===== config.mk =====
export PLATFORM = sky130hd
export DESIGN_NAME = drive_command_interlock_core
export DESIGN_NICKNAME = d
export VERILOG_FILES = /design/src/rtl/core/dcil_pkg.sv /design/src/rtl/core/dcil_front.sv /design/src/rtl/core/dcil_queue.sv /design/src/rtl/core/dcil_back.sv /design/src/rtl/core/drive_command_interlock_core.sv
export SDC_FILE = /design/constraint.sdc
export NUM_CORES = 1
export LEC_CHECK = 0
export BUFFER_PORTS_ARGS = -buffer_cell sky130_fd_sc_hd__buf_2
export CORE_UTILIZATION = 40
export CTS_BUF_LIST = sky130_fd_sc_hd__clkbuf_8 sky130_fd_sc_hd__clkbuf_16
export DETAILED_ROUTE_END_ITERATION = 8
export GPL_TIMING_DRIVEN = 0
export MAX_ROUTING_LAYER = met4
export SETUP_SLACK_MARGIN = 0.1
export SLEW_MARGIN = 0
export SYNTH_ARGS = -nofsm -noshare
export SYNTH_HDL_FRONTEND = slang
export SYNTH_HIERARCHICAL = 1
export SYNTH_SLANG_ARGS = --single-unit
export TNS_END_PERCENT = 5

===== constraint.sdc =====
create_clock -name clk_i -period 9.17 [get_ports clk_i]
set_input_delay 0.917 -clock clk_i [delete_from_list [all_inputs] [get_ports clk_i]]
set_output_delay 0.917 -clock clk_i [all_outputs]
set_load 0.02 [all_outputs]

===== src/rtl/core/dcil_pkg.sv =====
`default_nettype none

package dcil_pkg;

  typedef enum logic [2:0] {
    EV_ACK   = 3'd0,
    EV_BELT  = 3'd1,
    EV_BLOCK = 3'd2,
    EV_OBST  = 3'd3,
    EV_LIMIT = 3'd4
  } event_e;

  typedef enum logic [2:0] {
    DIR_STOP  = 3'd0,
    DIR_FWD   = 3'd1,
    DIR_BACK  = 3'd2,
    DIR_LEFT  = 3'd3,
    DIR_RIGHT = 3'd4
  } dir_e;

  typedef enum logic [2:0] {
    REG_DUTY_START     = 3'd0,
    REG_DUTY_MIN       = 3'd1,
    REG_DUTY_WARN      = 3'd2,
    REG_DUTY_MAX       = 3'd3,
    REG_DUTY_STEP      = 3'd4,
    REG_BLOCK_DISTANCE = 3'd5,
    REG_NO_OBJECT_CODE = 3'd6
  } reg_e;

  localparam logic [7:0] CMD_UP    = 8'h55;  // U
  localparam logic [7:0] CMD_DOWN  = 8'h44;  // D
  localparam logic [7:0] CMD_STOP  = 8'h53;  // S
  localparam logic [7:0] CMD_FWD   = 8'h46;  // F
  localparam logic [7:0] CMD_BACK  = 8'h42;  // B
  localparam logic [7:0] CMD_LEFT  = 8'h4C;  // L
  localparam logic [7:0] CMD_RIGHT = 8'h52;  // R

  localparam logic [7:0]  DUTY_START_RST     = 8'd128;
  localparam logic [7:0]  DUTY_MIN_RST       = 8'd32;
  localparam logic [7:0]  DUTY_WARN_RST      = 8'd200;
  localparam logic [7:0]  DUTY_MAX_RST       = 8'd230;
  localparam logic [7:0]  DUTY_STEP_RST      = 8'd16;
  localparam logic [15:0] BLOCK_DISTANCE_RST = 16'd20;
  localparam logic [15:0] NO_OBJECT_CODE_RST = 16'hFFFF;

  typedef struct packed {
    logic        mode;
    logic [7:0]  cmd_byte;
    logic        belt_on;
    logic [15:0] front_distance;
    logic [15:0] left_distance;
    logic [15:0] right_distance;
  } dcil_in_t;

  typedef struct packed {
    logic [2:0]  event_res;
    logic [7:0]  letter;
    logic [2:0]  motor_dir;
    logic [7:0]  duty;
    logic [7:0]  req_duty;
    logic [15:0] distance_cm;
    logic        near_limit;
    logic        last;
  } dcil_out_t;

  // one accepted item worth of results, one or two of them
  typedef struct packed {
    dcil_out_t first;
    dcil_out_t second;
    logic      two;
  } dcil_pkt_t;

  typedef struct packed {
    logic full;
    logic empty;
  } dcil_qstat_t;

  function automatic logic [7:0] dir_letter(input dir_e dir);
    logic [7:0] l;
    unique case (dir)
      DIR_FWD:   l = CMD_FWD;
      DIR_BACK:  l = CMD_BACK;
      DIR_LEFT:  l = CMD_LEFT;
      DIR_RIGHT: l = CMD_RIGHT;
      default:   l = CMD_STOP;
    endcase
    return l;
  endfunction

endpackage

`default_nettype wire


===== src/rtl/core/dcil_front.sv =====
`default_nettype none

module dcil_front
  import dcil_pkg::*;
#(
  parameter int DISTANCE_BITS = 16
) (
  input  wire logic       clk_i,
  input  wire logic       rst_ni,
  input  wire logic       cfg_valid_i,
  input  wire logic [2:0] cfg_index_i,
  input  wire logic [15:0] cfg_data_i,
  input  wire logic       accept_i,
  input  wire dcil_in_t   item_i,
  output logic            pkt_valid_o,
  output dcil_pkt_t       pkt_o
);

  logic [7:0]  duty_start_q, duty_min_q, duty_warn_q, duty_max_q, duty_step_q;
  logic [15:0] block_distance_q, no_object_code_q;

  dir_e                     motion_q, motion_d;
  logic [7:0]               duty_q, duty_d;
  logic [DISTANCE_BITS-1:0] front_q, left_q, right_q;
  logic [DISTANCE_BITS-1:0] front_d, left_d, right_d;

  dcil_out_t  r1, r2;
  logic       r1_v, r2_v;
  dir_e       m_after, cmd_dir, dir_sel;
  logic [7:0] req, thr;
  logic [15:0] sel_dist;
  logic       has_dist, blk;
  logic       is_move;

  always_ff @(posedge clk_i or negedge rst_ni) begin
    if (!rst_ni) begin
      duty_start_q     <= DUTY_START_RST;
      duty_min_q       <= DUTY_MIN_RST;
      duty_warn_q      <= DUTY_WARN_RST;
      duty_max_q       <= DUTY_MAX_RST;
      duty_step_q      <= DUTY_STEP_RST;
      block_distance_q <= BLOCK_DISTANCE_RST;
      no_object_code_q <= NO_OBJECT_CODE_RST;
    end else if (cfg_valid_i) begin
      unique case (cfg_index_i)
        REG_DUTY_START:     duty_start_q     <= cfg_data_i[7:0];
        REG_DUTY_MIN:       duty_min_q       <= cfg_data_i[7:0];
        REG_DUTY_WARN:      duty_warn_q      <= cfg_data_i[7:0];
        REG_DUTY_MAX:       duty_max_q       <= cfg_data_i[7:0];
        REG_DUTY_STEP:      duty_step_q      <= cfg_data_i[7:0];
        REG_BLOCK_DISTANCE: block_distance_q <= cfg_data_i;
        REG_NO_OBJECT_CODE: no_object_code_q <= cfg_data_i;
        default: ;
      endcase
    end
  end

  always_ff @(posedge clk_i or negedge rst_ni) begin
    if (!rst_ni) begin
      motion_q <= DIR_STOP;
      duty_q   <= DUTY_START_RST;
      front_q  <= '1;
      left_q   <= '1;
      right_q  <= '1;
    end else if (accept_i) begin
      motion_q <= motion_d;
      duty_q   <= duty_d;
      front_q  <= front_d;
      left_q   <= left_d;
      right_q  <= right_d;
    end
  end

  // command decode
  always_comb begin
    is_move = 1'b1;
    cmd_dir = DIR_STOP;
    unique case (item_i.cmd_byte)
      CMD_FWD:   cmd_dir = DIR_FWD;
      CMD_BACK:  cmd_dir = DIR_BACK;
      CMD_LEFT:  cmd_dir = DIR_LEFT;
      CMD_RIGHT: cmd_dir = DIR_RIGHT;
      default:   is_move = 1'b0;
    endcase
  end

  // distance stores after this item and the block check
  always_comb begin
    if (item_i.mode) begin
      front_d = item_i.front_distance[DISTANCE_BITS-1:0];
      left_d  = item_i.left_distance[DISTANCE_BITS-1:0];
      right_d = item_i.right_distance[DISTANCE_BITS-1:0];
      dir_sel = motion_q;
    end else begin
      front_d = front_q;
      left_d  = left_q;
      right_d = right_q;
      dir_sel = cmd_dir;
    end
    has_dist = 1'b1;
    unique case (dir_sel)
      DIR_FWD:   sel_dist = 16'(front_d);
      DIR_LEFT:  sel_dist = 16'(left_d);
      DIR_RIGHT: sel_dist = 16'(right_d);
      default: begin
        sel_dist = '0;
        has_dist = 1'b0;
      end
    endcase
    blk = has_dist && (sel_dist != no_object_code_q) && (sel_dist <= block_distance_q);
  end

  always_comb begin
    r1       = '0;
    r2       = '0;
    r1_v     = 1'b0;
    r2_v     = 1'b0;
    motion_d = motion_q;
    duty_d   = duty_q;
    m_after  = motion_q;
    req      = duty_q + duty_step_q;
    thr      = duty_min_q + duty_step_q;

    if (item_i.mode) begin
      if (blk) begin
        motion_d          = DIR_STOP;
        r2_v              = 1'b1;
        r2.event_res      = EV_OBST;
        r2.letter         = dir_letter(motion_q);
        r2.motor_dir      = DIR_STOP;
        r2.duty           = duty_q;
        r2.distance_cm    = sel_dist;
      end
    end else begin
      // belt dropped while moving stops the motor first
      if (!item_i.belt_on && motion_q != DIR_STOP) begin
        r1_v         = 1'b1;
        r1.event_res = EV_BELT;
        r1.letter    = dir_letter(motion_q);
        r1.motor_dir = DIR_STOP;
        r1.duty      = duty_q;
        m_after      = DIR_STOP;
      end
      motion_d = m_after;
      r2.letter    = item_i.cmd_byte;
      r2.motor_dir = m_after;
      r2.duty      = duty_q;
      if (item_i.cmd_byte == CMD_UP) begin
        r2_v        = 1'b1;
        r2.req_duty = req;
        if (req > duty_max_q) begin
          duty_d       = duty_start_q;
          motion_d     = DIR_STOP;
          r2.event_res = EV_LIMIT;
          r2.motor_dir = DIR_STOP;
          r2.duty      = duty_start_q;
        end else begin
          duty_d        = req;
          r2.event_res  = EV_ACK;
          r2.duty       = req;
          r2.near_limit = (req >= duty_warn_q);
        end
      end else if (item_i.cmd_byte == CMD_DOWN) begin
        r2_v         = 1'b1;
        r2.event_res = EV_ACK;
        duty_d       = (duty_q <= thr) ? duty_min_q : duty_q - duty_step_q;
        r2.duty      = duty_d;
      end else if (item_i.cmd_byte == CMD_STOP) begin
        r2_v         = 1'b1;
        r2.event_res = EV_ACK;
        motion_d     = DIR_STOP;
        r2.motor_dir = DIR_STOP;
      end else if (is_move) begin
        r2_v = 1'b1;
        if (!item_i.belt_on) begin
          motion_d     = DIR_STOP;
          r2.event_res = EV_BELT;
          r2.motor_dir = DIR_STOP;
        end else if (blk) begin
          motion_d       = DIR_STOP;
          r2.event_res   = EV_BLOCK;
          r2.motor_dir   = DIR_STOP;
          r2.distance_cm = sel_dist;
        end else begin
          motion_d     = cmd_dir;
          r2.event_res = EV_ACK;
          r2.motor_dir = cmd_dir;
        end
      end
    end
  end

  // pack results in order, last marks the final one
  always_comb begin
    pkt_o = '0;
    if (r1_v && r2_v) begin
      pkt_o.first       = r1;
      pkt_o.second      = r2;
      pkt_o.second.last = 1'b1;
      pkt_o.two         = 1'b1;
    end else if (r1_v) begin
      pkt_o.first      = r1;
      pkt_o.first.last = 1'b1;
    end else begin
      pkt_o.first      = r2;
      pkt_o.first.last = 1'b1;
    end
    pkt_valid_o = accept_i && (r1_v || r2_v);
  end

endmodule

`default_nettype wire


===== src/rtl/core/dcil_queue.sv =====
`default_nettype none

module dcil_queue
  import dcil_pkg::*;
#(
  parameter int DEPTH = 4
) (
  input  wire logic  clk_i,
  input  wire logic  rst_ni,
  input  wire logic  wr_i,
  input  wire dcil_pkt_t wr_pkt_i,
  input  wire logic  rd_i,
  output dcil_pkt_t  rd_pkt_o,
  output dcil_qstat_t stat_o
);

  localparam int AW = $clog2(DEPTH);

  dcil_pkt_t   mem_q [DEPTH];
  logic [AW:0] wr_ptr_q, rd_ptr_q;
  logic [AW:0] fill;

  always_ff @(posedge clk_i) begin
    if (wr_i) begin
      mem_q[wr_ptr_q[AW-1:0]] <= wr_pkt_i;
    end
  end

  always_ff @(posedge clk_i or negedge rst_ni) begin
    if (!rst_ni) begin
      wr_ptr_q <= '0;
      rd_ptr_q <= '0;
    end else begin
      if (wr_i) wr_ptr_q <= wr_ptr_q + 1'b1;
      if (rd_i) rd_ptr_q <= rd_ptr_q + 1'b1;
    end
  end

  assign fill         = wr_ptr_q - rd_ptr_q;
  assign stat_o.full  = (fill == (AW+1)'(DEPTH));
  assign stat_o.empty = (fill == '0);
  assign rd_pkt_o     = mem_q[rd_ptr_q[AW-1:0]];

endmodule

`default_nettype wire


===== src/rtl/core/dcil_back.sv =====
`default_nettype none

module dcil_back
  import dcil_pkg::*;
(
  input  wire logic clk_i,
  input  wire logic rst_ni,
  input  wire logic q_empty_i,
  input  wire dcil_pkt_t q_pkt_i,
  output logic      q_pop_o,
  input  wire logic pop_i,
  output logic      empty_o,
  output dcil_out_t item_o
);

  logic      out_valid_q, out_valid_d;
  logic      sec_valid_q, sec_valid_d;
  dcil_out_t out_q, out_d;
  dcil_out_t sec_q, sec_d;
  logic      advance;

  assign advance = !out_valid_q || pop_i;
  assign q_pop_o = advance && !sec_valid_q && !q_empty_i;

  always_comb begin
    out_valid_d = out_valid_q;
    sec_valid_d = sec_valid_q;
    out_d       = out_q;
    sec_d       = sec_q;
    if (advance) begin
      if (sec_valid_q) begin
        out_d       = sec_q;
        out_valid_d = 1'b1;
        sec_valid_d = 1'b0;
      end else if (!q_empty_i) begin
        out_d       = q_pkt_i.first;
        out_valid_d = 1'b1;
        sec_d       = q_pkt_i.second;
        sec_valid_d = q_pkt_i.two;
      end else begin
        out_valid_d = 1'b0;
      end
    end
  end

  always_ff @(posedge clk_i or negedge rst_ni) begin
    if (!rst_ni) begin
      out_valid_q <= 1'b0;
      sec_valid_q <= 1'b0;
    end else begin
      out_valid_q <= out_valid_d;
      sec_valid_q <= sec_valid_d;
    end
  end

  always_ff @(posedge clk_i) begin
    out_q <= out_d;
    sec_q <= sec_d;
  end

  assign empty_o = !out_valid_q;
  assign item_o  = out_q;

endmodule

`default_nettype wire


===== src/rtl/core/drive_command_interlock_core.sv =====
// results: an accepted item's results go into the result queue, then into the output register
// throughput: one item per cycle while the result queue has room; results
// leave one per cycle at the output register while popped, and a two-result item holds it for both
// reset: motion stopped, duty and registers at their reset values, queue empty
`default_nettype none

module drive_command_interlock_core
  import dcil_pkg::*;
#(
  parameter int DISTANCE_BITS = 16,
  parameter int QUEUE_DEPTH   = 4
) (
  input  wire logic        clk_i,
  input  wire logic        rst_ni,
  input  wire logic        cfg_valid_i,
  output logic             cfg_ready_o,
  input  wire logic [2:0]  cfg_index_i,
  input  wire logic [15:0] cfg_data_i,
  input  wire logic        push,
  output logic             full,
  input  wire dcil_in_t    in_item_i,
  output logic             empty,
  input  wire logic        pop,
  output dcil_out_t        out_item_o
);

  logic        accept;
  logic        pkt_valid;
  dcil_pkt_t   pkt_wr, pkt_rd;
  logic        q_pop;
  dcil_qstat_t qstat;

  assign cfg_ready_o = 1'b1;
  assign full        = qstat.full;
  assign accept      = push && !qstat.full;

  dcil_front #(
    .DISTANCE_BITS(DISTANCE_BITS)
  ) u_front (
    .clk_i      (clk_i),
    .rst_ni     (rst_ni),
    .cfg_valid_i(cfg_valid_i),
    .cfg_index_i(cfg_index_i),
    .cfg_data_i (cfg_data_i),
    .accept_i   (accept),
    .item_i     (in_item_i),
    .pkt_valid_o(pkt_valid),
    .pkt_o      (pkt_wr)
  );

  dcil_queue #(
    .DEPTH(QUEUE_DEPTH)
  ) u_queue (
    .clk_i   (clk_i),
    .rst_ni  (rst_ni),
    .wr_i    (pkt_valid),
    .wr_pkt_i(pkt_wr),
    .rd_i    (q_pop),
    .rd_pkt_o(pkt_rd),
    .stat_o  (qstat)
  );

  dcil_back u_back (
    .clk_i    (clk_i),
    .rst_ni   (rst_ni),
    .q_empty_i(qstat.empty),
    .q_pkt_i  (pkt_rd),
    .q_pop_o  (q_pop),
    .pop_i    (pop),
    .empty_o  (empty),
    .item_o   (out_item_o)
  );

endmodule

`default_nettype wire


Yosys cells after proc, flatten, opt, wreduce, memory -nomap -nowiden
Memory sizes are Yosys's and may differ from the RTL's.
Cells that the tools add are included.
{"block": "classes", "n_bitwise": 3, "n_reduce_logical": 31, "eq_ne": 24, "n_mux": 66, "order_cmp": 4, "addsub": 6}
{"op": "2-to-1 mux 48 bit", "n": 4}
{"op": "2-to-1 mux 16 bit", "n": 10}
{"op": "== test 8 x 7 -> 1 bit, second input constant", "n": 7}
{"op": "2-to-1 mux 49 bit", "n": 1}
{"op": "2-to-1 mux 3 bit", "n": 16}
{"op": "2-to-1 mux 8 bit", "n": 6}
{"op": "case mux 16 bit (3 select lines)", "n": 1}
{"op": "2-to-1 mux 22 bit", "n": 2}
{"op": "2-to-1 mux 21 bit", "n": 1}
{"op": "2-to-1 mux 20 bit", "n": 1}
{"op": "case mux 5 bit (4 select lines)", "n": 1}
{"op": "AND reduction 2 bit", "n": 10}
{"op": "2-to-1 mux 1 bit", "n": 19}
{"op": "== test 3 bit, second input constant", "n": 6}
{"op": "adder 8 bit", "n": 2}
{"op": "<= comparator 16 bit", "n": 1}
{"op": "inequality test 16 bit", "n": 1}
{"op": "== test 3 x 2 -> 1 bit, second input constant", "n": 5}
{"op": "case mux 3 bit (4 select lines)", "n": 1}
{"op": "2-to-1 mux 11 bit", "n": 1}
{"op": "== test 3 x 1 -> 1 bit, second input constant", "n": 3}
{"op": ">= comparator 8 bit", "n": 1}
{"op": "greater-than comparator 8 bit", "n": 1}
{"op": "<= comparator 8 bit", "n": 1}
{"op": "other kinds (15)", "n": 32}
{"block": "totals", "input_bits": 82, "mem_count": 1, "ramBits": 388, "regBits": 235, "wordCells": 167}
{"memory": "u_queue.mem_q", "depth": 4, "word_bits": 97, "read_ports": 1, "rd_clocked_by_memory_dff": 0, "write_ports": 1, "line_no": "dcil_queue.sv:19", "rtl": "dcil_pkt_t mem_q [DEPTH];"}

Longest topological paths before layout
Gate-level depths: netlist (run 1).
{"block": "depth", "depth_word": 17, "mapped_depth": 21}

Cells and area by module
The synthesis (run 1) kept the hierarchy.
{"mod": "dcil_queue", "area_per_inst_um2": 14351.3, "cells_per_inst": 542, "n_inst": 1}
{"mod": "dcil_front", "area_per_inst_um2": 9771.9, "cells_per_inst": 1033, "n_inst": 1}
{"mod": "dcil_back", "area_per_inst_um2": 3822.4, "cells_per_inst": 163, "n_inst": 1}
{"mod": "drive_command_interlock_core", "area_per_inst_um2": 25.0, "cells_per_inst": 3, "n_inst": 1}

Worst setup path after synthesis (run 1)
No wires, ideal clock.
{"block": "synth_timing", "kind": "input-to-reg", "start": "input port in_item_i[56] (netlist name)", "end": "memory u_queue/mem_q[3][0] (netlist name) (enable)", "setup_slack_ns": 1.633, "path_buffers": 2, "setup_ns": 0.468, "t_required_ns": 8.702, "path_stages": 19, "t_arrival_ns": 7.069, "path_cell_list": "or4b_1 clkbuf_1 o41a_1 nor2_1 buf_2 nand2_1 o21ai_0 ha_1 a21o_1 a21o_1 a221oi_1 nand3_1 a311oi_1 o21ai_0 o211ai_1 o31ai_4 nand2_1 o311a_1 and2_1"}
{"block": "synth_between", "elab_chain_len": 14}
{"item": "start, declared", "line_no": "drive_command_interlock_core.sv:21", "rtl": "input wire dcil_in_t in_item_i,"}
{"item": "branches (longest 9 deep; another with <= comparator 16 bit)"}
{"item": "2-to-1 mux 1 bit (*)", "line_no": "dcil_front.sv:124", "rtl": "if (item_i.mode) begin"}
{"item": "logical OR 1 bit (*)", "line_no": "dcil_front.sv:208", "rtl": "pkt_valid_o = accept_i && (r1_v || r2_v);"}
{"item": "logical AND 1 bit (*)", "line_no": "dcil_front.sv:208"}
{"item": "named net pkt_valid", "line_no": "drive_command_interlock_core.sv:28", "rtl": "logic pkt_valid;"}
{"item": "2-to-1 mux 1 bit (*)", "line_no": "dcil_queue.sv:24", "rtl": "if (wr_i) begin"}
{"item": "2-to-1 mux 1 bit (not written as such) (*)", "line_no": "dcil_queue.sv:25", "rtl": "mem_q[wr_ptr_q[AW-1:0]] <= wr_pkt_i;"}
{"item": "end, declared", "line_no": "dcil_queue.sv:19"}
Mark *: on every way through the listed nets, which the timed path passes.

Worst setup path after layout (run 1)
{"block": "layout_timing", "start": "input port in_item_i[57] (netlist name)", "end": "memory u_queue/mem_q[3][72] (netlist name) (enable)"}
{"block": "layout_between", "elab_chain_len": 12}
{"item": "branches (longest 8 deep; another with <= comparator 16 bit)"}
{"item": "logical OR 1 bit (*)", "line_no": "dcil_front.sv:208"}
{"item": "logical AND 1 bit (*)", "line_no": "dcil_front.sv:208"}
{"item": "named net pkt_valid", "line_no": "drive_command_interlock_core.sv:28"}
{"item": "2-to-1 mux 1 bit (*)", "line_no": "dcil_queue.sv:24"}
{"item": "2-to-1 mux 1 bit (not written as such) (*)", "line_no": "dcil_queue.sv:25"}
Marked as above.

==> impl_metrics.yaml, run 1 <==
run_status:
  outcome: "complete, no violations"
grt:
  grtUsageTotal_pct: 19.78
  overflow: 0
  grt_antenna_before_repair: 3
  grt_pass1_wl_um: 100900
  grt_pass1_vias: 16160
  grt_max_degree: 86
critical_path:
  critical_path.cell_chain: "buf_2 -> buf_2 -> buf_1 -> buf_1 -> clkbuf_1 -> mux4_2 -> a22o_1 -> ha_1 -> and4_1 -> a221oi_1 -> nand3_1 -> a311oi_1 -> o21ai_0 -> o211ai_1 -> o31ai_4 -> nand2_1 -> o311a_1 -> and2_4 -> buf_16 -> buf_16"
  worst_ep_arrival_time_ps: 7370
  critPathRequiredTime_ps: 9440
  setup.worst_path.end_class: "flip-flop"
  rrSetupSlack_ps: 2790
  r2r.worst_path.cells: 21
  critical-path-slowest-cell: "sky130_fd_sc_hd__buf_1"
  critPathMaxFanout: 48
  r2r-end: "u_queue/mem_q[3][72]"
  timing.critical_path.from_type: "input pin"
  slowest_delay_ps: 650
  r2r_start: "u_front/motion_q[2]"
  criticalPathCategory: "in2reg"
place:
  place.port_buffers: 125
  dp_hpwl_um: 46900
  post-place-ws_ps: 1535
  gpl.final_weighted_congestion: 0.8692
detailed_routing:
  drtPass1Iterations: 5
  drcViolationCount: 0
  detail_route.vias_per_cell: 5.329
  dr_total_vias: 15780
  drt_iter0_drc: 1005
  drt-wirelength-per-cell_um: 22.59
  routed_wirelength_um: 66900
  drtAntennaViolNets: 0
cts:
  cts_hold_buf: 0
  worst_skew_pair.late_latency_ps: 600
  numClockSinks: 623
  post_cts_repair_timing_setup_buffer_count: 0
  numCtsBuffers: 69
  clk_transition_reported_paths_ps: 60
  clock_tree_from_tritoncts: "yes"
  clock_path_buffers: 3
  cts_max_level: 3
  post_cts_resized: 0
  root_buffer: "sky130_fd_sc_hd__clkbuf_16"
timing:
  min_period_ps: 7100
  final_min_period_over_clock_period_pct: 77.43
  endpoints_failing_setup: 0
  max_slew_margin_pct: 13.79
  clock-skew-final_ps: 20.31
  rsz_0062_raised_after_global_routing: "no"
  timing.final.hold_violations: 0
  timing_max_transition_violations_final: 0
  layout_setup_ws_ps: 2070
  max_slew.worst_pin.slew_ps: 1283
  timing.fmax_mhz: 140.8
floorplan:
  die-area_um2: 70990
  chipWidth_um: 266.4
  rows: 96
  die-height_um: 266.4
  core_area_um2: 68950
  start_util_pct: 40.57
  design.portCount: 133
synthesis:
  count_of_warnings_emitted_by_yosys: 6
  synthArstFlopShare_pct: 22.31
  top_cells_by_area_synth: "sky130_fd_sc_hd__edfxtp_1, sky130_fd_sc_hd__mux4_2, sky130_fd_sc_hd__dfstp_2"
  post-synth-top-area-cell: "sky130_fd_sc_hd__edfxtp_1"
  cells_after_synth: 1741
  yosys.area.top_type_share_pct: 51.96
  synth_sequential_area_ratio_pct: 64.75
  synthMostInstantiatedCell: "sky130_fd_sc_hd__edfxtp_1"
  post_synth_instance_area_um2: 27970
  post_synth.cell_area_avg_um2: 16.07
  synth_common_cells: "sky130_fd_sc_hd__edfxtp_1, sky130_fd_sc_hd__mux2_2, sky130_fd_sc_hd__mux4_2"
  primary_flip_flop_cell_chosen_by_synthesis_mapping: "sky130_fd_sc_hd__edfxtp_1"
  synth.ff_latch_count: 623
  distinct_cell_type_count_after_synthesis: 88
  synth-edff-count: 484
final_layout:
  post_route_cells_drive_above_1_share_pct: 32.38
  final_util_pct: 47.27
  layout_stage_area_growth_over_the_synthesis_result_pct: 16.52
  number_of_filler_cells_placed_in_the_layout: 6052
  nNetsFinal: 2126
pwr:
  p_int_mw: 7.018
  switching_share_pct: 30.22
  pwr-share-clk_pct: 28.4
  power_leakage_nw: 12.20
  comb_power_share_pct: 31.0
  seqPwrFrac_pct: 40.6
  power.ir.vdd_worst_mv: 0.1598
  p_total_mw: 10.06
  pwr_density_cell_nw_per_um2: 308.6
  total_switching_power_mw: 3.040
worst_hold_path:
  path_class_of_the_lowest_slack_min_delay_path: "in2async"
flow_run:
  cap_violations: 0
==> worst max path at each step <==
stage | from | end | depth (start not counted) | slack (ps)
global placement | in_item_i[57] | u_queue/mem_q[3][14] | 18 | -1990
floorplan | in_item_i[56] | u_queue/mem_q[3][0] | 19 | 1630
finish | in_item_i[57] | u_queue/mem_q[3][72] | 20 | 2070
CTS | in_item_i[57] | u_queue/mem_q[3][72] | 20 | 2160
global route | in_item_i[57] | u_queue/mem_q[3][72] | 20 | 1820
detailed placement | in_item_i[57] | u_queue/mem_q[3][22] | 20 | 1540
==> sequential cells by signal (all words and copies together), names as in the netlist, 8 cells and up <==
name and cells:
u_queue/mem_q 388, u_back/item_o 48, u_back/sec_q 48, u_front/block_distance_q 16, u_front/front_q 16, u_front/left_q 16, u_front/no_object_code_q 16, u_front/right_q 16
u_front/duty_max_q 8, u_front/duty_min_q 8, u_front/duty_q 8, u_front/duty_start_q 8, u_front/duty_step_q 8, u_front/duty_warn_q 8
==> final cells by class <==
class	instances	area, um^2	area share [%]
Clock buffer	76	1868	5.732
Clock inverter	50	508.0	1.559
Sequential cell	623	18110	55.57
Tap cell	931	1165	3.574
Buffer	101	634.4	1.946
Inverter	73	274.0	0.8408
Timing Repair Buffer	141	967.2	2.968
Multi-Input combinational cell	965	9062	27.81
Antenna cell	1	2.502	0.007678
==> kinds of logic after synthesis <==
| group | share of synthesized area (%) |
|---|---|
| flops | 64.75 |
| other cells | 0.02685 |
| compound gates | 5.726 |
| mux | 16.51 |
| buf+inv | 3.248 |
| simple gates | 5.095 |
| fa+ha+maj | 3.212 |
| xor+xnor | 1.440 |
==> critical path, delay by kind of cell <==
kind,cells,cell delay (ps)
AOI/OAI and AO/OA,7,1870
buffers and inverters,7,2760
and+or+nand+nor,4,790
adders and majority gates,1,310
muxes,1,610
==> power by group through the flow <==
stage	logic, mW	registers (mW)	clock network [mW]
4_1_cts	3.17	4.09	2.94
5_1_grt	3.37	4.15	3.04
3_5_place_dp	3.16	4.14	0
2_1_floorplan	2.04	4.26	0
3_3_place_gp	3.03	4.20	0
6_report	3.11	4.08	2.86
==> routing by layer <==
| metal | vias to the layer above | wire length (um) | GRT usage [%] |
|---|---|---|---|
| met1 | 8100 | 28980 | 25.70 |
| met2 | 437 | 32640 | 31.46 |
| met4 | 0 | 1714 | 6.617 |
| met3 | 100 | 3561 | 3.497 |
| met5 | - | 0 | - |
| li1 | 7141 | - | - |
==> metrics by stage <==
stage	std cells	cell area [um^2]	setup TNS (ps)	hold slack [ps]
floorplan	1762	28050	0	461.7
global placement	2818	29840	-798840	483.8
detailed placement	2834	30210	0	480.1
CTS	2960	32590	0	294.5
global route	2961	32590	0	332.6
finish	2961	32590	0	329.7
==> layout by cell type, fill, tap and decap left out, types with 13 or more instances in the layout <==
| master | Yosys | layout |
|---|---|---|
| sky130_fd_sc_hd__edfxtp_1 | 484 | 484 |
| sky130_fd_sc_hd__buf_2 | 15 | 139 |
| sky130_fd_sc_hd__buf_4 | 27 | 27 |
| sky130_fd_sc_hd__mux2_4 | 46 | 46 |
| sky130_fd_sc_hd__a21oi_1 | 51 | 50 |
| sky130_fd_sc_hd__nor2b_1 | 27 | 27 |
| sky130_fd_sc_hd__mux2i_1 | 39 | 39 |
| sky130_fd_sc_hd__a22oi_1 | 15 | 15 |
| sky130_fd_sc_hd__clkbuf_16 | 0 | 73 |
| sky130_fd_sc_hd__clkbuf_1 | 38 | 38 |
| sky130_fd_sc_hd__xnor2_1 | 33 | 33 |
| sky130_fd_sc_hd__ha_1 | 67 | 67 |
| sky130_fd_sc_hd__dfstp_2 | 78 | 78 |
| sky130_fd_sc_hd__nor2_1 | 85 | 85 |
| sky130_fd_sc_hd__xor2_1 | 13 | 13 |
| sky130_fd_sc_hd__o21ai_0 | 53 | 53 |
| sky130_fd_sc_hd__and3_1 | 17 | 17 |
| sky130_fd_sc_hd__mux2_2 | 118 | 118 |
| sky130_fd_sc_hd__conb_1 | 2 | 23 |
| sky130_fd_sc_hd__nand2_1 | 74 | 74 |
| sky130_fd_sc_hd__mux4_2 | 98 | 98 |
| sky130_fd_sc_hd__inv_1 | 72 | 85 |
| sky130_fd_sc_hd__o22ai_1 | 26 | 26 |
| sky130_fd_sc_hd__a21o_1 | 19 | 19 |
| sky130_fd_sc_hd__nor3_1 | 15 | 14 |
| sky130_fd_sc_hd__dfrtp_1 | 61 | 61 |
Note: power is estimated with default switching activity, not from simulation.
==> run 2, diff against run 1 <==
Settings changed: ABC_AREA set to 1.
Clock period 9.17 ns to 6.5 ns, I/O delays scaled along.
==> run 2 against run 1 <==
Effect of this change:
- non-clock buffer count rose by 51
- combinational power rose by 68%
- cell count rose by 34%
- highest routed layer unchanged
==> impl_metrics.yaml, run 2 <==
place:
  gpl.final_weighted_congestion: 0.9198
  place.detailed.instances: 3835
  place.port_buffers: 131
  dp_hpwl_um: 54040
synthesis:
  post_synth.cell_area_avg_um2: 10.33
  synthArstFlopShare_pct: 22.31
  cells_after_synth: 2731
  synth.ff_latch_count: 623
  distinct_cell_type_count_after_synthesis: 47
  primary_flip_flop_cell_chosen_by_synthesis_mapping: "sky130_fd_sc_hd__edfxtp_1"
  synth-edff-count: 484
  synth_common_cells: "sky130_fd_sc_hd__nand2_1, sky130_fd_sc_hd__edfxtp_1, sky130_fd_sc_hd__nor2_1"
  count_of_warnings_emitted_by_yosys: 6
  top_cells_by_area_synth: "sky130_fd_sc_hd__edfxtp_1, sky130_fd_sc_hd__dfstp_2, sky130_fd_sc_hd__nand2_1"
  synth_sequential_area_ratio_pct: 64.16
  post-synth-top-area-cell: "sky130_fd_sc_hd__edfxtp_1"
  yosys.area.top_type_share_pct: 51.49
  post_synth_instance_area_um2: 28220
  synthMostInstantiatedCell: "sky130_fd_sc_hd__nand2_1"
critical_path:
  slowest_delay_ps: 480
  dominant_delay_contributor_by_cell_family_on_the_critical_path: "simple AND/OR/NAND/NOR gates"
  setup.worst_path.end_class: "flip-flop"
  critPathMaxFanout: 54
  critPathRequiredTime_ps: 6750
  timing.critical_path.from_type: "input pin"
  path_buf_inv: 7
  cpMostUsedCell: "sky130_fd_sc_hd__nand2_1"
  critical-path-slowest-cell: "sky130_fd_sc_hd__bufinv_8"
  criticalPathCategory: "in2reg"
  worst_ep_arrival_time_ps: 6210
final_layout:
  largest_reg_flops: 388
  layout_common_cells: "sky130_fd_sc_hd__nand2_1, sky130_fd_sc_hd__edfxtp_1, sky130_fd_sc_hd__nor2_1, sky130_fd_sc_hd__o21ai_0, sky130_fd_sc_hd__inv_1"
  stdcell_count: 3956
  post_route_cells_drive_above_1_share_pct: 15.22
  mostFrequentLayoutCell: "sky130_fd_sc_hd__nand2_1"
  layout_stage_area_growth_over_the_synthesis_result_pct: 15.33
  nNetsFinal: 3117
  final_util_pct: 46.56
  number_of_filler_cells_placed_in_the_layout: 6513
cts:
  clock_path_buffers: 3
  clock_tree_from_tritoncts: "yes"
  post_cts_repair_timing_setup_buffer_count: 0
  cts_max_level: 3
  numClockSinks: 623
  numCtsBuffers: 68
  cts_hold_buf: 0
  post_cts_resized: 0
  clk_transition_reported_paths_ps: 60
  worst_skew_pair.late_latency_ps: 610
  root_buffer: "sky130_fd_sc_hd__clkbuf_16"
grt:
  overflow: 0
  grt_max_degree: 89
  use_met2_pct: 34.79
  grt.met3_usage_pct: 3.145
  grt_pass1_wl_um: 116800
  global_route.usage.met1_pct: 30.09
  grt_antenna_before_repair: 1
  busiest_layer: "met2"
  grtUsageTotal_pct: 22.40
  grt_pass1_vias: 19520
detailed_routing:
  detail_route.vias_per_cell: 5.157
  dr_total_vias: 20400
  drt-wirelength-per-cell_um: 19.60
  routed_wirelength_um: 77540
  drcViolationCount: 0
  drtPass1Iterations: 5
  drtAntennaViolNets: 0
  drt_iter0_drc: 1832
pwr:
  pwr_density_cell_nw_per_um2: 454.7
  power_leakage_nw: 13.20
  power.ir.vdd_worst_mv: 0.2415
timing:
  rsz_0062_raised_after_global_routing: "no"
  timing_max_transition_violations_final: 0
  timing.fmax_mhz: 167.6
  min_period_ps: 5965
  timing.final.hold_violations: 0
  max_slew_margin_pct: 19.80
  fin_hold_ws_ps: 15.55
  max_slew.worst_pin.slew_ps: 1194
  final_min_period_over_clock_period_pct: 91.77
  endpoints_failing_setup: 0
  clock-skew-final_ps: 28.13
floorplan:
  design.portCount: 133
  chipWidth_um: 267.6
  start_util_pct: 40.37
  core_area_um2: 69910
  die-area_um2: 71630
  rows: 97
  die-height_um: 267.6
run_status:
  outcome: "complete, no violations"
flow_run:
  cap_violations: 0
worst_hold_path:
  path_class_of_the_lowest_slack_min_delay_path: "in2async"
run 2: changes by cell type after synthesis, moves of 36 or more:
cell / change
sky130_fd_sc_hd__inv_1: +144
sky130_fd_sc_hd__mux2_2: -118
sky130_fd_sc_hd__mux2_4: -46
sky130_fd_sc_hd__mux2i_1: -37
sky130_fd_sc_hd__mux4_2: -98
sky130_fd_sc_hd__nand2_1: +469
sky130_fd_sc_hd__nand3_1: +36
sky130_fd_sc_hd__nor2_1: +301
sky130_fd_sc_hd__o21ai_0: +282
sky130_fd_sc_hd__o21ai_1: +145
run 2: final cells by class:
cell class | instances | area [um^2] | area share, %
buffer | 150 | 845.8 | 2.598
tap | 940 | 1176 | 3.613
inverter | 225 | 875.8 | 2.691
clock inverter | 51 | 429.2 | 1.318
clock buffer | 69 | 1727 | 5.304
multi-input combinational | 1754 | 8508 | 26.14
timing repair buffer | 143 | 877.1 | 2.694
sequential | 623 | 18110 | 55.64
antenna | 1 | 2.502 | 0.007688
run 2: per-stage QoR:
step                      setup WS (ps)  area, um^2  total power [mW]  TNS [ps]
final                             534.9       32550             14.80         0
after floorplan                   476.3       28300             9.206         0
after global placement            -2956       30140             10.98  -1240690
after detailed placement         -161.9       30380             11.15    -21650
after global routing              124.4       32550             15.71         0
after CTS                         436.7       32540             14.92         0
run 2: path summary, 6_finish.rpt:
kind	start	end	slack, ps	cells past startpoint
min in group clk_i	cfg_data_i[13]	u_front/no_object_code_q[13]	280	3
max reg2reg	u_front/motion_q[2]	u_queue/mem_q[3][71]	630	25
max in group asynchronous	rst_ni	u_front/duty_warn_q[7]	5590	2
min reg2reg	u_front/block_distance_q[5]	u_front/block_distance_q[5]	490	2
min	rst_ni	u_queue/wr_ptr_q[1]	20	1
max	in_item_i[56]	u_queue/mem_q[3][71]	530	29
run 2: cell families (layout without fill, tap and decap cells):
kind of cell             Yosys count  after routing  share of synthesized area, %
adder cells (fa/ha/maj)           70             70                         3.183
other                              2             24                       0.02661
flip-flops                       623            623                         64.16
multiplexers                       2              2                       0.07093
buffers and inverters            375            638                         5.989
XOR/XNOR                          20             20                        0.6206
AND/OR/NAND/NOR                 1055           1055                         15.15
AO/OA/AOI/OAI                    584            584                         10.79
run 2: report_power, final:
group          internal, mW  leakage, nW  switching [mW]
registers              5.50         6.18           0.320
logic                  1.57         5.94            3.68
clock network          2.17         1.08            1.56
total                  9.24         13.2            5.56
run 2: layer usage:
layer / share of wire [%] / vias to the layer above
met1: 44 / 9925
li1: - / 9684
met2: 47 / 672
met3: 6.8 / 120
met5: 0 / -
met4: 2.7 / 0
==> run 3, diff against run 2 <==
Settings changed: ABC_AREA 1 to 0.
==> run 3 against run 2 <==
Effect of this change:
- cell count fell by 25%
- register-to-register slack got worse by 120 ps
- first-iteration DRC count fell by 39%
- clock skew fell by 4.6 ps
- sequential power fell by 0.9%
- global-route usage fell by 2.8 points
- via count fell by 23%
- critical path depth fell by 6
- worst hold slack improved by 30 ps
- fmax fell by 2.6%
- largest power group unchanged
==> impl_metrics.yaml, run 3 (synthesis results as in run 1) <==
floorplan:
  start_util_pct: 40.57
  rows: 96
  core_area_um2: 68950
  die-area_um2: 70990
  design.portCount: 133
  chipWidth_um: 266.4
  die-height_um: 266.4
final_layout:
  nNetsFinal: 2123
  mostFrequentLayoutCell: "sky130_fd_sc_hd__edfxtp_1"
  stdcell_count: 2949
  post_route_cells_drive_above_1_share_pct: 32.61
  layout_common_cells: "sky130_fd_sc_hd__edfxtp_1, sky130_fd_sc_hd__buf_2, sky130_fd_sc_hd__mux2_2, sky130_fd_sc_hd__mux4_2, sky130_fd_sc_hd__nor2_1"
  antenna_cells_inserted: 0
  layout_stage_area_growth_over_the_synthesis_result_pct: 15.60
  largest_reg_flops: 388
cts:
  numClockSinks: 623
  worst_skew_pair.late_latency_ps: 600
  clock_tree_from_tritoncts: "yes"
  clock_path_buffers: 3
  numCtsBuffers: 66
  cts_hold_buf: 0
  root_buffer: "sky130_fd_sc_hd__clkbuf_16"
  cts_max_level: 3
  clk_transition_reported_paths_ps: 60
detailed_routing:
  drtAntennaViolNets: 0
  drtPass1Iterations: 5
  drt-wirelength-per-cell_um: 22.75
  detail_route.vias_per_cell: 5.325
  dr_total_vias: 15700
  drt_iter0_drc: 1126
  drcViolationCount: 0
  routed_wirelength_um: 67090
critical_path:
  worst_ep_arrival_time_ps: 6380
  path_buf_inv: 5
  dominant_delay_contributor_by_cell_family_on_the_critical_path: "compound AO/OA/AOI/OAI gates"
  r2r_start: "u_front/motion_q[2]"
  worst-path-stages: 23
  cp_startpoint: "in_item_i[49]"
  timing.critical_path.from_type: "input pin"
  critical-path-slowest-cell: "sky130_fd_sc_hd__or4b_1"
  critPathRequiredTime_ps: 6760
  criticalPathCategory: "in2reg"
  slowest_delay_ps: 460
  setup.worst_path.end_class: "flip-flop"
  critPathMaxFanout: 51
  critical_path.cell_chain: "buf_2 -> or4b_1 -> clkbuf_1 -> a211oi_4 -> mux2i_2 -> clkbuf_1 -> nor2_1 -> a21oi_1 -> o22ai_1 -> ha_1 -> a21o_1 -> a21o_1 -> a21oi_1 -> nand3_1 -> a311oi_1 -> o21ai_0 -> o211ai_1 -> o31ai_4 -> nand2_1 -> o311a_2 -> and2_4 -> buf_16 -> buf_16"
  r2r.worst_path.cells: 19
grt:
  grt_pass1_vias: 16100
  grt_pass1_wl_um: 99640
  grt_antenna_before_repair: 1
  grtUsageTotal_pct: 19.61
  grt_max_degree: 90
  overflow: 0
timing:
  tns_ps: 0
  timing_max_transition_violations_final: 0
  max_slew_margin_pct: 16.84
  endpoints_failing_setup: 0
  rsz_0062_raised_after_global_routing: "no"
  final_min_period_over_clock_period_pct: 94.24
  max_slew.worst_pin.slew_ps: 1238
  min_period_ps: 6126
  clock-skew-final_ps: 23.50
  timing.final.hold_violations: 0
  timing.fmax_mhz: 163.2
pwr:
  power_leakage_nw: 12.08
  power.ir.vdd_worst_mv: 0.2280
  pwr_density_cell_nw_per_um2: 426.5
place:
  place.detailed.instances: 2833
  dp_hpwl_um: 46970
  gpl.final_weighted_congestion: 0.8659
  place.port_buffers: 125
run_status:
  outcome: "complete, no violations"
worst_hold_path:
  path_class_of_the_lowest_slack_min_delay_path: "in2async"
flow_run:
  cap_violations: 0
## run 3: cell type report
cell class	count	area, um^2
Multi-Input combinational cell	966	9120
Inverter	73	274.0
Clock inverter	43	306.5
Buffer	100	634.4
Sequential cell	623	18110
Timing Repair Buffer	141	955.9
Clock buffer	72	1768
Fill cell	6017	36610
Tap cell	931	1165
## run 3: layer usage
metal  global-route usage [%]  vias to the layer above  wire length (um)  share of wire [%]
met3                    2.565                       99              3097                4.6
li1                         -                     7113                 -                  -
met5                        -                        -                 0                  0
met4                    6.275                        0              1605                2.4
met2                    31.96                      431             33300                 50
met1                    25.51                     8061             29090                 43
## run 3: final timing paths
kind	to	slack [ps]
min reg2reg	u_queue/wr_ptr_q[2]	500
max	u_queue/mem_q[1][24]	370
max in group asynchronous	u_front/duty_max_q[6]	5610
max reg2reg	u_queue/mem_q[1][24]	510
min in group clk_i	u_front/right_q[3]	300
min	u_queue/wr_ptr_q[2]	50
## run 3: per-stage QoR
| step | power, mW | utilization [%] | hold WS (ps) | worst slack (ps) | area (um^2) |
|---|---|---|---|---|---|
| 2_1_floorplan | 8.880 | - | 354.4 | -755.6 | 28050 |
| 3_3_place_gp | 10.17 | 43.28 | 478.3 | -4277 | 29840 |
| 3_5_place_dp | 10.30 | 43.79 | 487.4 | -1145 | 30190 |
| 4_1_cts | 13.98 | 46.84 | 24.92 | 143.0 | 32290 |
| 5_1_grt | 14.47 | 46.90 | 60.28 | 128.1 | 32330 |
| 6_report | 13.79 | 46.90 | 45.40 | 374.3 | 32330 |
## run 3: power breakdown
part           switching [mW]  internal (mW)
clock                    1.51           2.11
sequential              0.342           5.43
combinational            2.39           2.01
total                    4.24           9.55
## run 3: what timing repair did
item / CTS / global route
setup buffers: 1 / 0
gates cloned: 1 / 0
setup endpoints to repair: 355 / 285
pin swaps: 2 / 1
gates resized for setup: 6 / 11
## run 3: worst reg2reg max path, stage by stage, from the launching register on
cell and delay [ps]:
sky130_fd_sc_hd__dfrtp_1 460, sky130_fd_sc_hd__and2_1 210, sky130_fd_sc_hd__buf_1 220, sky130_fd_sc_hd__a31oi_1 730
sky130_fd_sc_hd__nand2_1 420, sky130_fd_sc_hd__o22ai_1 440, sky130_fd_sc_hd__ha_1 340, sky130_fd_sc_hd__a21o_1 190
sky130_fd_sc_hd__a21o_1 170, sky130_fd_sc_hd__a21oi_1 190, sky130_fd_sc_hd__nand3_1 100, sky130_fd_sc_hd__a311oi_1 200
sky130_fd_sc_hd__o21ai_0 120, sky130_fd_sc_hd__o211ai_1 140, sky130_fd_sc_hd__o31ai_4 220, sky130_fd_sc_hd__nand2_1 170
sky130_fd_sc_hd__o311a_2 340, sky130_fd_sc_hd__and2_4 290, sky130_fd_sc_hd__buf_16 310, sky130_fd_sc_hd__buf_16 340
